### src/rtl/fpg_pkg.sv
package fpg_pkg;

   typedef struct packed {
      logic [3:0] palette_slot;
      logic [7:0] fore_byte0;
      logic [7:0] fore_byte1;
      logic [7:0] fore_byte2;
      logic [7:0] fore_alpha;
      logic [7:0] back_byte0;
      logic [7:0] back_byte1;
      logic [7:0] back_byte2;
      logic       game_mode;
   } req_type;

   typedef struct packed {
      logic [3:0]  slot_out;
      logic [3:0]  entry_index;
      logic [15:0] entry_value;
      logic        last_entry;
   } rsp_type;

   // per-entry control that rides along the pipeline
   typedef struct packed {
      logic [3:0] slot;
      logic [3:0] idx;
      logic       blend;
   } meta_type;

   localparam int         NumChan    = 3;
   localparam logic [3:0] LastIdx    = 4'hF;
   localparam logic [3:0] BlendFirst = 4'd4;
   localparam logic [3:0] HoldFirst  = 4'd8;
   localparam logic [3:0] PlainFirst = 4'd12;
   localparam logic [15:0] TransBit  = 16'h8000;
   localparam logic [15:0] ZeroSub   = 16'h0400;

   // reciprocal of 0xEF1: (x * BlendRecip) >> BlendShift is x / 0xEF1 for x up to 118575
   localparam logic [17:0] BlendRecip = 18'd140359;
   localparam int          BlendShift = 29;
   // reciprocal of 0xFF: (x * QuantRecip) >> QuantShift is x / 0xFF for x up to 7905
   localparam logic [13:0] QuantRecip = 14'd8225;
   localparam int          QuantShift = 21;

endpackage

### src/rtl/font_palette_gradient_core.sv
// channel  direction  handshake              word
// req      in         req_valid / req_ready  fpg_pkg::req_type, one palette request
// rsp      out        rsp_valid / rsp_ready  fpg_pkg::rsp_type, one table entry
//
// each request gives sixteen entries, one per cycle while rsp does not stall, so a new
// request is taken as the holder gives out its last entry; the entry counter in the holder tracks that
// the first entry passes the request holder, stages 1 to 3 and the output register before it shows on rsp
// reset is synchronous and active high; it drops all words in flight
// a stall on rsp freezes the whole pipeline; nothing is lost or repeated
module font_palette_gradient_core (
   input  logic             clock,
   input  logic             reset,
   input  logic             req_valid,
   output logic             req_ready,
   input  fpg_pkg::req_type req_word,
   output logic             rsp_valid,
   input  logic             rsp_ready,
   output fpg_pkg::rsp_type rsp_word
);
   import fpg_pkg::*;

   // request holder and entry counter
   req_type    hold_ff;
   logic       hold_valid_ff, hold_valid_in;
   logic [3:0] idx_ff, idx_in;

   // pipeline advance: everything moves unless the output word is stuck
   logic adv;
   logic issue;
   logic last_issue;
   logic accept;

   // stage 1: channel times weight
   logic [11:0] s1_fp_ff [NumChan];
   logic [11:0] s1_bp_ff [NumChan];
   logic [7:0]  s1_fc_ff [NumChan];
   logic [11:0] s1_fp_in [NumChan];
   logic [11:0] s1_bp_in [NumChan];
   logic [7:0]  s1_fc_in [NumChan];
   meta_type    s1_meta_ff, s1_meta_in;
   logic        s1_valid_ff;

   // stage 2: times 31
   logic [16:0] s2_fx_ff [NumChan];
   logic [16:0] s2_bx_ff [NumChan];
   logic [12:0] s2_qx_ff [NumChan];
   logic [16:0] s2_fx_in [NumChan];
   logic [16:0] s2_bx_in [NumChan];
   logic [12:0] s2_qx_in [NumChan];
   meta_type    s2_meta_ff;
   logic        s2_valid_ff;

   // stage 3: divide by the constants
   logic [34:0] f_prod [NumChan];
   logic [34:0] b_prod [NumChan];
   logic [26:0] q_prod [NumChan];
   logic [4:0] s3_fd_ff [NumChan];
   logic [4:0] s3_bd_ff [NumChan];
   logic [4:0] s3_qd_ff [NumChan];
   logic [4:0] s3_fd_in [NumChan];
   logic [4:0] s3_bd_in [NumChan];
   logic [4:0] s3_qd_in [NumChan];
   meta_type   s3_meta_ff;
   logic       s3_valid_ff;

   // output register
   rsp_type rsp_word_ff, rsp_word_in;
   logic    rsp_valid_ff;

   // stage 4 helpers
   logic [14:0] blend_rgb;
   logic [14:0] quant_rgb;
   logic [15:0] blend_val;
   logic [15:0] entry_val;

   assign adv        = !rsp_valid_ff || rsp_ready;
   assign issue      = hold_valid_ff && adv;
   assign last_issue = issue && (idx_ff == LastIdx);
   // a new request may land in the same cycle the last entry leaves the holder
   assign req_ready  = !hold_valid_ff || last_issue;
   assign accept     = req_valid && req_ready;

   always_comb begin
      hold_valid_in = hold_valid_ff;
      idx_in        = idx_ff;
      if (accept) begin
         hold_valid_in = 1'b1;
         idx_in        = '0;
      end else if (last_issue) begin
         hold_valid_in = 1'b0;
      end else if (issue) begin
         idx_in = idx_ff + 4'd1;
      end
   end

   always_ff @(posedge clock) begin
      if (reset) begin
         hold_valid_ff <= 1'b0;
         idx_ff        <= '0;
      end else begin
         hold_valid_ff <= hold_valid_in;
         idx_ff        <= idx_in;
      end
   end

   always_ff @(posedge clock) begin
      if (accept) begin
         hold_ff <= req_word;
      end
   end

   // stage 1: weights are i for the foreground and 15 - i for the background
   always_comb begin
      s1_fc_in[0] = hold_ff.fore_byte0;
      s1_fc_in[1] = hold_ff.fore_byte1;
      s1_fc_in[2] = hold_ff.fore_byte2;
      s1_fp_in[0] = 12'(hold_ff.fore_byte0) * 12'(idx_ff);
      s1_fp_in[1] = 12'(hold_ff.fore_byte1) * 12'(idx_ff);
      s1_fp_in[2] = 12'(hold_ff.fore_byte2) * 12'(idx_ff);
      s1_bp_in[0] = 12'(hold_ff.back_byte0) * 12'(LastIdx - idx_ff);
      s1_bp_in[1] = 12'(hold_ff.back_byte1) * 12'(LastIdx - idx_ff);
      s1_bp_in[2] = 12'(hold_ff.back_byte2) * 12'(LastIdx - idx_ff);
      s1_meta_in.slot  = hold_ff.palette_slot;
      s1_meta_in.idx   = idx_ff;
      s1_meta_in.blend = !hold_ff.game_mode || (hold_ff.fore_alpha != 8'd0);
   end

   // stage 2: x * 31 as a shift and subtract
   always_comb begin
      for (int c = 0; c < NumChan; c++) begin
         s2_fx_in[c] = (17'(s1_fp_ff[c]) << 5) - 17'(s1_fp_ff[c]);
         s2_bx_in[c] = (17'(s1_bp_ff[c]) << 5) - 17'(s1_bp_ff[c]);
         s2_qx_in[c] = (13'(s1_fc_ff[c]) << 5) - 13'(s1_fc_ff[c]);
      end
   end

   // stage 3: reciprocal multiply, every quotient is known to be at most 31
   always_comb begin
      for (int c = 0; c < NumChan; c++) begin
         f_prod[c]   = 35'(s2_fx_ff[c]) * 35'(BlendRecip);
         b_prod[c]   = 35'(s2_bx_ff[c]) * 35'(BlendRecip);
         q_prod[c]   = 27'(s2_qx_ff[c]) * 27'(QuantRecip);
         s3_fd_in[c] = f_prod[c][BlendShift +: 5];
         s3_bd_in[c] = b_prod[c][BlendShift +: 5];
         s3_qd_in[c] = q_prod[c][QuantShift +: 5];
      end
   end

   // stage 4: add the two blend terms, pack, pick the mode
   always_comb begin
      // truncated sums never pass 31
      blend_rgb = {5'(s3_fd_ff[0] + s3_bd_ff[0]),
                   5'(s3_fd_ff[1] + s3_bd_ff[1]),
                   5'(s3_fd_ff[2] + s3_bd_ff[2])};
      quant_rgb = {s3_qd_ff[0], s3_qd_ff[1], s3_qd_ff[2]};
      blend_val = {(s3_meta_ff.slot == LastIdx), blend_rgb};
      entry_val = '0;
      if (s3_meta_ff.blend) begin
         if (s3_meta_ff.idx >= BlendFirst) begin
            entry_val = (blend_val == 16'd0) ? ZeroSub : blend_val;
         end
      end else if (s3_meta_ff.idx >= PlainFirst) begin
         entry_val = (quant_rgb == 15'd0) ? ZeroSub : {1'b0, quant_rgb};
      end else if (s3_meta_ff.idx >= HoldFirst) begin
         entry_val = TransBit | {1'b0, quant_rgb};
      end
      rsp_word_in.slot_out    = s3_meta_ff.slot;
      rsp_word_in.entry_index = s3_meta_ff.idx;
      rsp_word_in.entry_value = entry_val;
      rsp_word_in.last_entry  = (s3_meta_ff.idx == LastIdx);
   end

   // valid bits travel with the data
   always_ff @(posedge clock) begin
      if (reset) begin
         s1_valid_ff  <= 1'b0;
         s2_valid_ff  <= 1'b0;
         s3_valid_ff  <= 1'b0;
         rsp_valid_ff <= 1'b0;
      end else if (adv) begin
         s1_valid_ff  <= issue;
         s2_valid_ff  <= s1_valid_ff;
         s3_valid_ff  <= s2_valid_ff;
         rsp_valid_ff <= s3_valid_ff;
      end
   end

   // payload stages, no reset
   always_ff @(posedge clock) begin
      if (adv) begin
         s1_fp_ff    <= s1_fp_in;
         s1_bp_ff    <= s1_bp_in;
         s1_fc_ff    <= s1_fc_in;
         s1_meta_ff  <= s1_meta_in;
         s2_fx_ff    <= s2_fx_in;
         s2_bx_ff    <= s2_bx_in;
         s2_qx_ff    <= s2_qx_in;
         s2_meta_ff  <= s1_meta_ff;
         s3_fd_ff    <= s3_fd_in;
         s3_bd_ff    <= s3_bd_in;
         s3_qd_ff    <= s3_qd_in;
         s3_meta_ff  <= s2_meta_ff;
         rsp_word_ff <= rsp_word_in;
      end
   end

   assign rsp_valid = rsp_valid_ff;
   assign rsp_word  = rsp_word_ff;

endmodule

### config.mk
export PLATFORM = sky130hd
export DESIGN_NAME = font_palette_gradient_core
export DESIGN_NICKNAME = d
export VERILOG_FILES = /design/src/rtl/fpg_pkg.sv /design/src/rtl/font_palette_gradient_core.sv
export SDC_FILE = /design/constraint.sdc
export NUM_CORES = 2
export LEC_CHECK = 0
export BUFFER_PORTS_ARGS = -buffer_cell sky130_fd_sc_hd__buf_2
export CAP_MARGIN = 20
export CORE_MARGIN = 2
export CORE_UTILIZATION = 40
export CTS_BUF_LIST = sky130_fd_sc_hd__clkbuf_2 sky130_fd_sc_hd__clkbuf_4 sky130_fd_sc_hd__clkbuf_8
export DETAILED_ROUTE_END_ITERATION = 10
export MAX_ROUTING_LAYER = met4
export PLACE_DENSITY = 0.64
export SYNTH_ARGS = -nofsm -noshare
export SYNTH_HDL_FRONTEND = slang
export SYNTH_SLANG_ARGS = --single-unit
### constraint.sdc
create_clock -name clock -period 22.7 [get_ports clock]
set_input_delay 2.27 -clock clock [delete_from_list [all_inputs] [get_ports clock]]
set_output_delay 2.27 -clock clock [all_outputs]
set_load 0.005 [all_outputs]
-- Word level (Yosys, flattened, before mapping)
Index checks and enable logic that the tools add are counted.
- add/sub/neg operators: 14
- $mul: 15
- divide/modulo/power cells: 0
- $lt $le $gt $ge: 3
- eq/ne operators: 3
- shift operators: 0
- multiplexer cells: 8
- bitwise gates (word level): 1
- reductions and logical operators: 15
- operator list (operator ; count):
    17-bit by 18-bit multiplier with 34-bit output (second input constant) ; 6
    17-bit by 12-bit subtractor with 17-bit output ; 6
    16-bit two-way mux ; 5
    13-bit by 14-bit multiplier with 26-bit output (second input constant) ; 3
    13-bit by 8-bit subtractor with 13-bit output ; 3
    8-bit by 4-bit multiplier with 12-bit output ; 3
    8-bit by 12-bit multiplier with 12-bit output ; 2
    16-bit zero test ; 1
    5-bit adder ; 3
    15-bit zero test ; 1
    15-bit two-way mux ; 1
    4-bit equality test (second input constant) ; 3
    9-bit by 5-bit multiplier with 12-bit output ; 1
    4-bit >= comparator (second input constant) ; 2
    8-bit nonzero test ; 1
    4-bit by 4-bit subtractor with 5-bit output (first input constant) ; 1
    4-bit by 1-bit adder with 4-bit output (second input constant) ; 1
    4-bit by 3-bit >= comparator with 1-bit output (second input constant) ; 1
    1-bit logical AND ; 3
    1-bit zero test ; 3
    1-bit logical OR ; 3
    1-bit two-way mux ; 2
    2-bit AND reduction ; 1
    2-bit nonzero test ; 1
    2 further kinds ; 2
- bits in registers: 404
- bits in latches: 0
- bits in writable memories: 0
- bits in read-only memories: 0
- input bits: 65
- output and inout bits: 27
- word-level logic and storage cells: 114
- memories: 0

-- Depth between registers and ports, before layout
- word-level depth: 7
- mapped depth: 20
- depth with buffers taken out: 20

-- Worst setup path before layout
No wires, ideal clock.
- path kind: input to register
- start point: input port rsp_ready
- end point: register idx_ff[3]
- setup time: 0.115 ns
- arrival: 10.442 ns
- required time: 22.585 ns
- path slack: 12.143 ns
- stages: 6
- buffers on the path: 0
- path through: nor2b_1 inv_1 nand3_1 nor2_1 xnor2_1 nor2_1
- longest elaborated chain between the ends: 6
- elaborated cells on any way between the ends: 8
- classes of those cells: bitwise (1); reduce/logical (7)
- RTL lines (item ; RTL line ; RTL):
    start, declared ; font_palette_gradient_core.sv:17 ; input logic rsp_ready,
    1-bit logical OR (*) ; font_palette_gradient_core.sv:76 ; assign adv = !rsp_valid_ff || rsp_ready;
    1-bit logical AND (*) ; font_palette_gradient_core.sv:77 ; assign issue = hold_valid_ff && adv;
    1-bit logical AND ; font_palette_gradient_core.sv:78 ; assign last_issue = issue && (idx_ff == LastIdx);
    1-bit logical OR ; font_palette_gradient_core.sv:80 ; assign req_ready = !hold_valid_ff || last_issue;
    1-bit logical AND ; font_palette_gradient_core.sv:81 ; assign accept = req_valid && req_ready;
    2-bit OR reduction (no source line) ; n/a ;
    end signal, assigned ; font_palette_gradient_core.sv:102 ; idx_ff <= idx_in;
    end, declared ; font_palette_gradient_core.sv:25 ; logic [3:0] idx_ff, idx_in;
Every way passes the cells marked *; elsewhere a longest branch is shown, timed or not.
A chain may end at the register's enable or synchronous reset.

-- Worst setup path after layout
- start point: input port rsp_ready
- end point: output port req_ready
- longest elaborated chain between the ends: 4
- RTL lines (item ; RTL line ; RTL):
    1-bit logical OR ; font_palette_gradient_core.sv:76 ;
    1-bit logical AND ; font_palette_gradient_core.sv:77 ;
    1-bit logical AND ; font_palette_gradient_core.sv:78 ;
    1-bit logical OR ; font_palette_gradient_core.sv:80 ;
    end, declared ; font_palette_gradient_core.sv:14 ; output logic req_ready,
No other way between the ends.

==> metrics.csv <==
stage,metric,value,unit
logic_synthesis,syn_area_per_cell,10.9,um2
logic_synthesis,ys_seq_area_share,25.7,%
cells_and_area,fillCellCount,10963,
global_route,grt_max_degree,186,
routing,ant_nets,0,
logic_synthesis,yosys_register_bits,404,
worst_setup_path,cp_max_fo,6,
logic_synthesis,synthCells,4292,
floorplanning,die_area,0.120,mm2
clocking,clock_path_buffers,3,
worst_setup_path,crit_required,20.43,ns
placed_design,dpl.hpwl,76200,um
worst_setup_path,cpMostUsedCell,buf_2,
clocking,postCtsResizedCells,0,
cells_and_area,drive_gt1_share,6.37,%
floorplanning,dieWidth,346,um
worst_setup_path,reg2reg_to,s3_fd_ff[14],
worst_setup_path,worst_ep_arrival_time,3.35,ns
sta,setup_violations,0,
worst_setup_path,end_kind,output port,
clocking,clk_latency,0.70,ns
clocking,cts_hold_buf,0,
logic_synthesis,ys_dominant_reg_cell,edfxtp_1,
global_route,grt_pass1_vias,31098,
sta,max_slew.worst_pin.slew,1.09,ns
clocking,cts.reportedPaths.clkPinSlew,0.05,ns
clocking,clock-sinks,404,
floorplanning,io_pins,92,
cells_and_area,final-instance-count-excl-fill,6017,
logic_synthesis,synth_edf_count,395,
floorplanning,fp.dieH,346,um
clocking,numCtsBuffers,77,
routing,drt-wirelength-per-cell,15.2,um
clocking,cts_setup_buffers,0,
placed_design,portBuffers,91,
logic_synthesis,ys_async_sr_fraction,0,%
sta,fin_crit_sh,24.8,%
placed_design,place_congestion,0.886,
worst_setup_path,critPathKind,primary input to output port,
logic_synthesis,syn_area,0.0468,mm2
sta,fmax,178,MHz
hold_path,min_delay_path_depth,0,
global_route,grt_overflow_total,0,
routing,wl,91800,um
sta,min_period,5.62,ns
floorplanning,start_util,40.3,%
worst_setup_path,reg2reg_slack,17.17,ns
sta,drv_slew,0,
hold_path,holdPathEnd,s2_meta_ff[4],
routing,drt_pass1_iterations,5,
routing,drc,0,
sta,relSlewSlack,27.3,%
placed_design,dp.cells,5879,
cells_and_area,nets,6039,
cells_and_area,area_growth,8.21,%
sta,clock_skew,0.0495,ns
cells_and_area,mostFrequentLayoutCells,"1138 x ha_1, 886 x inv_1, 402 x fa_1, 395 x edfxtp_1, 158 x nand2_1",
logic_synthesis,synthDistinctLibCells,77,
routing,vias,29765,
worst_setup_path,cp_slowest_cell,nor2b_1,
logic_synthesis,synth_warnings,0,
clocking,cts_root_buf,clkbuf_8,
status,status,finished clean,
worst_setup_path,timing.rr.start,s2_fx_ff[49],
worst_setup_path,cpPeakStageDelay,0.50,ns
clocking,ctsHtreeMaxLevel,3,
sta,hold_viol,0,
logic_synthesis,syn_nets,5897,
cells_and_area,final_common_cell,ha_1,
hold_path,worstHoldPathType,flip-flop to flip-flop,
cells_and_area,fin_util,43.6,%
floorplanning,row_count,125,
clocking,cts_tree,built,
worst_setup_path,cp-start-kind,primary input,
flow_run,timing.max_cap.violations,0,
global_route,grt_use_total,16.3,%
routing,via_per_inst,4.95,
global_route,grt_pass1_wl,155000,um
floorplanning,core_area,0.116,mm2
hold_path,worstHoldStart,s1_meta_ff[4],
worst_setup_path,r2r_cells,16,
worst_setup_path,crit_chain,"buf_2, nor2b_1, o21ai_0, buf_2",
sta,rsz0062_at_grt,no,
global_route,antenna_found_initial,5,
sta,fin_tns_setup,0,ns
routing,initialDrtViolationCount,1398,
==> sequential cells by signal, summed over array words and instances (netlist names), 24 cells and up <==
register,count
s1_fc_ff,24
rsp_word,25
hold_ff,61
s1_fp_ff,36
s2_fx_ff,51
s1_bp_ff,36
s2_qx_ff,39
s2_bx_ff,51
==> cells in the mapped netlist (all sizes together), types with 4 or more instances <==
cell type / instances / area (um2)
xor2: 60 / 526
a22o: 5 / 43.8
o21a: 21 / 158
o21ai: 92 / 475
nand2: 158 / 593
or4: 15 / 113
a21oi: 149 / 753
or2: 26 / 163
o31ai: 4 / 30.0
a311oi: 4 / 35.0
edfxtp: 395 / 11900
a211oi: 24 / 180
nand3b: 8 / 60.1
o311a: 8 / 80.1
and3: 9 / 56.3
a2111oi: 8 / 95.1
o211ai: 22 / 170
nor4: 23 / 156
a311o: 4 / 40.0
nor3: 49 / 255
nand2b: 47 / 294
a31o: 12 / 105
a211o: 8 / 70.1
dfxtp: 9 / 180
clkbuf: 31 / 116
and4: 5 / 43.8
nor3b: 7 / 52.6
nor2b: 84 / 526
o311ai: 5 / 51.3
inv: 887 / 3330
a21o: 56 / 420
xnor2: 151 / 1320
o22ai: 4 / 25.0
fa: 402 / 8050
or3: 11 / 73.8
ha: 1138 / 14200
nor2: 108 / 410
a41oi: 5 / 51.3
nand4: 38 / 238
o21bai: 30 / 225
nand3: 57 / 285
a221oi: 4 / 35.0
and2: 52 / 325
a31oi: 21 / 131
mux2i: 6 / 60.1
==> layout make-up <==
class,instances,area (um2),area share [%]
Clock buffer,98,1230,2.43
Tap cell,1524,1910,3.77
Sequential cell,404,12000,23.8
Multi-Input combinational cell,2968,31300,61.8
Antenna cell,2,5.00,0.00989
Timing Repair Buffer,96,505,0.998
Inverter,887,3340,6.59
Clock inverter,38,304,0.601
==> cell families after synthesis <==
family	count (synthesis)	synth area share, %
adder cells (fa/ha/maj)	1540	47.6
buffers and inverters	920	7.38
AND/OR/NAND/NOR	703	7.91
AO/OA/AOI/OAI	508	7.26
flip-flops	404	25.7
XOR/XNOR	211	3.95
multiplexers	6	0.128
==> stage by stage <==
| stage | cell area, um2 | setup WS (ns) | hold slack (ns) |
|---|---|---|---|
| after floorplan | 46800 | 12.14 | 0.400 |
| after global placement | 49100 | 17.15 | 0.401 |
| after detailed placement | 49100 | 17.08 | 0.405 |
| after CTS | 50600 | 17.08 | 0.419 |
| after global routing | 50600 | 16.88 | 0.426 |
| final | 50600 | 17.08 | 0.418 |
==> worst max-delay path: cells and delay by family <==
family	cells	cell delay, ns
buffers and inverters	2	0.29
AOI/OAI and AO/OA	1	0.29
and+or+nand+nor	1	0.50
==> routing by layer <==
metal,GRT usage (%),vias to the layer above,part of all wire (%)
met5,-,-,0
met4,4.04,0,1.7
met3,1.99,96,3.3
met2,26.6,371,46
met1,21.5,14392,49
li1,-,14906,-
==> worst max path at each step <==
stage | start | to | slack, ns | cells past startpoint
after floorplan | rsp_ready | idx_ff[3] | 12.14 | 6
after global placement | rsp_ready | req_ready | 17.15 | 4
after detailed placement | rsp_ready | req_ready | 17.08 | 4
after CTS | rsp_ready | req_ready | 17.08 | 4
after global routing | s2_fx_ff[32] | s3_fd_ff[9] | 16.88 | 20
final | rsp_ready | req_ready | 17.08 | 4
Power is left out: the tool's default activity adds up to more than one toggle a clock period on the data nets, which glitch-free logic cannot reach.
